## src/sgdmf_pkg.sv

```systemverilog
// Shared types and constants for the matrix-factorization update block.
`timescale 1ns / 1ps

package sgdmf_pkg;

    localparam int DATA_W    = 32;
    localparam int ROW_W     = 10;
    localparam int FIDX_W    = 4;
    localparam int FUNC_W    = 3;
    localparam int CFG_W     = 16;
    localparam int CFG_IDX_W = 1;

    // Function codes of an input word
    localparam logic [FUNC_W-1:0] FUNC_LOAD_USER = 3'd0;
    localparam logic [FUNC_W-1:0] FUNC_LOAD_ITEM = 3'd1;
    localparam logic [FUNC_W-1:0] FUNC_RATING    = 3'd2;
    localparam logic [FUNC_W-1:0] FUNC_READ_USER = 3'd3;
    localparam logic [FUNC_W-1:0] FUNC_READ_ITEM = 3'd4;

    // Configuration register indexes
    localparam logic [CFG_IDX_W-1:0] CFG_LEARNING_RATE  = 1'd0;
    localparam logic [CFG_IDX_W-1:0] CFG_REGULARIZATION = 1'd1;

    localparam logic [CFG_W-1:0] RATE_RESET   = 16'd655;
    localparam logic [CFG_W-1:0] LAMBDA_RESET = 16'd3277;

    // y = sat(c + m), sat(c - m), sat(m - c) with m = sat(floor(a*b / 2^16))
    typedef enum logic [1:0] {
        MAC_ADD  = 2'd0,
        MAC_SUB  = 2'd1,
        MAC_RSUB = 2'd2
    } mac_mode_t;

    typedef struct packed {
        logic                     issue;
        mac_mode_t                mode;
        logic signed [DATA_W-1:0] a;
        logic signed [DATA_W-1:0] b;
        logic signed [DATA_W-1:0] c;
    } mac_req_t;

endpackage

```

## src/sgdmf_mac.sv

```systemverilog
// Shared two-stage multiply, scale, accumulate and saturate unit.
`timescale 1ns / 1ps

module sgdmf_mac
    import sgdmf_pkg::*;
(
    input  logic                     clk,
    input  logic                     rst_n,
    input  mac_req_t                 req,
    output logic signed [DATA_W-1:0] y
);

    localparam logic signed [63:0] SAT_HI = 64'sd2147483647;
    localparam logic signed [63:0] SAT_LO = -64'sd2147483648;

    function automatic logic signed [DATA_W-1:0] sat32(input logic signed [63:0] x);
        logic signed [DATA_W-1:0] r;
        begin
            if (x > SAT_HI)
            begin
                r = SAT_HI[DATA_W-1:0];
            end
            else if (x < SAT_LO)
            begin
                r = SAT_LO[DATA_W-1:0];
            end
            else
            begin
                r = x[DATA_W-1:0];
            end
            return r;
        end
    endfunction

    logic signed [63:0]       prod_reg;
    logic signed [DATA_W-1:0] c_reg;
    mac_mode_t                mode_reg;
    logic                     v1_reg;
    logic signed [DATA_W-1:0] y_reg;

    logic signed [63:0]       shifted;
    logic signed [DATA_W-1:0] m;
    logic signed [33:0]       sum;
    logic signed [DATA_W-1:0] y_next;

    always_ff @(posedge clk or negedge rst_n)
    begin
        if (!rst_n)
        begin
            v1_reg <= 1'b0;
        end
        else
        begin
            v1_reg <= req.issue;
        end
    end

    // Stage 1: full product
    always_ff @(posedge clk)
    begin
        if (req.issue)
        begin
            prod_reg <= 64'(req.a) * 64'(req.b);
            c_reg    <= req.c;
            mode_reg <= req.mode;
        end
    end

    // Stage 2: floor scale, saturate, add, saturate
    always_comb
    begin
        shifted = prod_reg >>> 16;
        m       = sat32(shifted);
        case (mode_reg)
            MAC_ADD:  sum = 34'(c_reg) + 34'(m);
            MAC_SUB:  sum = 34'(c_reg) - 34'(m);
            MAC_RSUB: sum = 34'(m) - 34'(c_reg);
            default:  sum = 34'(c_reg);
        endcase
        y_next = sat32(64'(sum));
    end

    always_ff @(posedge clk)
    begin
        if (v1_reg)
        begin
            y_reg <= y_next;
        end
    end

    assign y = y_reg;

endmodule

```

## config.mk

```make
export PLATFORM = sky130hd
export DESIGN_NAME = sgdmf_mac
export DESIGN_NICKNAME = d
export VERILOG_FILES = /design/src/sgdmf_pkg.sv /design/src/sgdmf_mac.sv
export SDC_FILE = /design/constraint.sdc
export NUM_CORES = 2
export LEC_CHECK = 0
export ABC_AREA = 1
export ABC_CLOCK_PERIOD_IN_PS = 8220
export BUFFER_PORTS_ARGS = -buffer_cell sky130_fd_sc_hd__buf_2
export CORE_AREA = 8 8 351 250
export CTS_CLUSTER_DIAMETER = 200
export DETAILED_ROUTE_END_ITERATION = 16
export DIE_AREA = 0 0 359 258
export PLACE_DENSITY = 0.84
export REMOVE_ABC_BUFFERS = 1
export SYNTH_ARGS = -nofsm -noshare
export SYNTH_HDL_FRONTEND = slang
export SYNTH_SLANG_ARGS = --single-unit
```

## constraint.sdc

```tcl
create_clock -name clk -period 8.22 [get_ports clk]
set_clock_uncertainty 0.15 [all_clocks]
set_input_delay 0 -clock clk [delete_from_list [all_inputs] [get_ports clk]]
set_output_delay 0 -clock clk [all_outputs]
set_load 0.01 [all_outputs]
```

Word-level counts from Yosys, hierarchy flattened --
Index checks and enable logic that the tools add are counted. W data, S select, Z words.
Storage, ports and cells: register bits after elaboration 131, output and inout port bits 32
Operators by class: add/sub/neg operators 3, multiply operators 1, magnitude comparators 4, equality and inequality tests 2, muxes and demuxes 4, reduce and logical (&&, ||, !) cells 1
Operators by type and width (count):
- $pmux W34 S3 | 1
- $mux W32 | 3
- $sub A32 B32 Y33 | 2
- $mul A32 B32 Y64 | 1
- $gt A48 B32 Y1 const B | 1
- $lt A48 B32 Y1 const B | 1
- $gt A34 B32 Y1 const B | 1
- $lt A34 B32 Y1 const B | 1
- $add A32 B32 Y33 | 1
- $eq A2 B1 Y1 const B | 1
- $eq A2 B2 Y1 const B | 1
- $logic_not A2 Y1 | 1

Logic depth before layout (Yosys ltp) --
depth in word-level cells 7, gate-level depth with buffers 32, depth with buffers taken out 31

Least setup slack after synthesis --
No wires, ideal clock.
path kind input to register, from input port req[95] (netlist name), to register prod_reg[59] (data pin), setup time 0.252 ns, data arrival time 6.690 ns, required time 7.818 ns, path slack 1.128 ns, cell stages on the path 28, path buffers 1, cells stage by stage clkbuf_1 > nand2_1 > inv_1 > fa_1 > inv_1 > fa_1 > inv_1 > fa_1 > fa_1 > inv_1 > fa_1 > inv_1 > fa_1 > inv_1 > fa_1 > inv_1 > fa_1 > ha_1 > a21oi_1 > inv_1 > a31oi_1 > o21ai_0 > nand2_1 > nand2_1 > a211oi_1 > nand2_1 > nand2_1 > nand2_1
Between the ends: cells in the longest elaborated chain, start to end 1
Ends and longest elaborated chain:
- from (decl) | line sgdmf_mac.sv:9 | input mac_req_t req,
- $mul A32 B32 Y64 | line sgdmf_mac.sv:63 | prod_reg <= 64'(req.a) * 64'(req.b);
- to (signal assigned) | line sgdmf_mac.sv:63
- to (decl) | line sgdmf_mac.sv:35 | logic signed [63:0] prod_reg;
No other way between the ends. A chain may end at the register's enable or synchronous reset.

Worst setup path in the final report --
from input port req[43] (netlist name), to register prod_reg[46] (data pin)
Same word-level chain as after synthesis.

==> out/results.txt <==
Outcome - completed
Die height - 258 µm
Commonest cells post-synth - inv_1, nand2_1, fa_1
Synth top area share - 0.459
DR WL/cell - 19.3 µm
Fillers - 6,996
I/O pin count - 133
CP required - 8.25 ns
Max reg flops - 48
Startpoint types - primary input
Row cnt - 88
# DRC - 0
Post-CTS setup buffers - 0
Placer Congestion - 1.01
Final ANT Viol Nets - 0
Register area share after synthesis - 0.0730
Initial core utilization - 0.576
CTS max path bufs - 2
Worst-path fanout max - 21
Cell area after synthesis - 47,200 µm²
Crit. End Element - register
CTS Root Cell - clkbuf_16
FF+latch count, synth - 115
Worst-Skew Late Latency - 0.46 ns
Slew Limit Fails - 0
Multi-input logic area - 36,100 µm²
Port-buffer cells - 132
Vias in the first global route - 41,800
Peak Freq - 0.129 GHz
Routed WL - 139 mm
Post-synth EDFFs - 114
Vias after detailed routing - 39,400
Die Wd - 359 µm
Worst Path Arrival - 7.79 ns
Area grow syn2layout - 6.09%
Sequential cell area - 3450 µm²
Final Hold Fails - 0
CP Class - in -> reg
Max-cap violations - 0
Total Neg Setup Slack - 0 ns
Setup violators final - 0
Net count, final - 7,554
H-tree levels - 4
Total die area - 92,600 µm²
Iteration-0 DRC Markers - 4,096
CTS tree - done
Post-Synthesis Cells - 6,056
TritonCTS Buffers - 17
Hold WC Path Type - in -> reg
Max_slew headroom - 0.357
Worst-Margin Slew - 0.963 ns
Clock sink count - 115
Clock Pin Slew Worst Setup and Hold Paths - 0.07 ns
Distinct cells, synth - 45
Hpwl dp - 120 mm
Most common cell in the synthesized netlist - inv_1
Min Tclk post-route - 7.76 ns
Top cells by area, synth - fa_1, inv_1, nand2_1, edfxtp_1, ha_1
Initial antenna violation count - 3
Post-synth ARST share - 0.00870
Vias/cell - 5.45
Layout cells sized above 1 - 0.0497
Gr ovfl total - 0
RSZ-0062 raised after global routing - false
Largest net degree at the start of global routing - 50
Ys flop type - edfxtp_1
DR pass1 iterations - 6
Avg Cell Area, Syn - 7.80 µm²
Yosys top cell by area - fa_1
Core area - 82,000 µm²
Gr usage total - 0.305
First-pass GRT wire length - 226 mm
Tcrit/Tclk final - 0.944
Yosys Warn Count - 0
layout make-up:
class / instances / share of cell area
clock buffers: 17 / 0.00849
diodes: 1 / 0.0000499
clock inverters: 15 / 0.00312
inverters: 1825 / 0.137
flip-flops and latches: 115 / 0.0688
multi-input cells: 3900 / 0.720
repair buffers: 266 / 0.0359
well taps: 1080 / 0.0270
kinds of logic (layout without fill, tap and decap cells):
group,after synthesis,after routing,synth area share
AO/OA/AOI/OAI,461,461,0.0541
XOR/XNOR,90,90,0.0167
adder cells (fa/ha/maj),1328,1328,0.524
AND/OR/NAND/NOR,2021,2021,0.169
other,0,1,0
buffers and inverters,2041,2123,0.163
flip-flops,115,115,0.0730
layer usage:
metal / vias up / share of wire / track usage
li1: 17500 / - / -
met1: 19400 / 0.43 / 0.450
met2: 2220 / 0.42 / 0.455
met3: 312 / 0.12 / 0.0770
met4: 4 / 0.024 / 0.0691
met5: - / 0.00018 / 0
critical path, cell delays in order:
cell,delay [ns]
buf_2,0.50
nand2_1,0.29
fa_1,0.59
fa_1,0.62
buf_4,0.22
fa_1,0.44
fa_1,0.51
inv_1,0.06
fa_1,0.56
fa_1,0.43
fa_1,0.56
fa_1,0.43
ha_1,0.50
nand2_1,0.12
nor2_1,0.13
inv_1,0.11
nor2_1,0.31
inv_1,0.08
nor2_1,0.37
nand4_1,0.14
o21ai_0,0.65
xor2_1,0.13
stage by stage:
step | area [µm²] | hold WS (ns) | setup slack (ns) | instances | util
6_report | 50100 | 0.107 | 0.462 | 7219 | 0.611
5_1_grt | 50100 | 0.113 | 0.162 | 7218 | 0.611
4_1_cts | 50100 | 0.0839 | 0.674 | 7218 | 0.611
3_5_place_dp | 49200 | -0.368 | 0.201 | 7149 | 0.599
3_3_place_gp | 49200 | -0.376 | 0.117 | 7149 | 0.599
2_1_floorplan | 46400 | -0.446 | 1.37 | 5840 | -
path summary, 6_finish.rpt:
check                                    from                endpoint  slack [ns]  cells after the start
setup / recovery                      req[43]  prod_reg[46]$_DFFE_PP_        0.46                     22
hold / removal                        req[15]     c_reg[15]$_DFFE_PP_        0.11                      2
setup reg to reg           c_reg[1]$_DFFE_PP_      y[7]$_SDFFCE_PN1P_        2.77                     23
hold reg to reg            c_reg[0]$_DFFE_PP_      y[0]$_SDFFCE_PN1P_        0.66                      4
max in group asynchronous               rst_n        v1_reg$_DFF_PN0_        7.57                      3
min in group asynchronous               rst_n        v1_reg$_DFF_PN0_        0.25                      3
layout by cell type, fill, tap and decap left out, drive strengths merged, types with 29 or more instances in the layout:
cell type	instances
a21oi	198
dlygate4sd3	37
xor2	57
o21ai	159
nand2	1533
nand3	92
fa	1083
buf	229
nor2	304
inv	1828
ha	245
o21bai	29
xnor2	33
nor3	33
edfxtp	114
repair_timing:
item | in CTS | in global routing
endpoints found under the setup margin | 0 | 0
hold buffers | 37 | 0
endpoints found under the hold margin | 69 | 0
gates resized for setup | 0 | 0
Power is left out: the tool's default activity adds up to more than one toggle a clock period on the data nets, which glitch-free logic cannot reach.
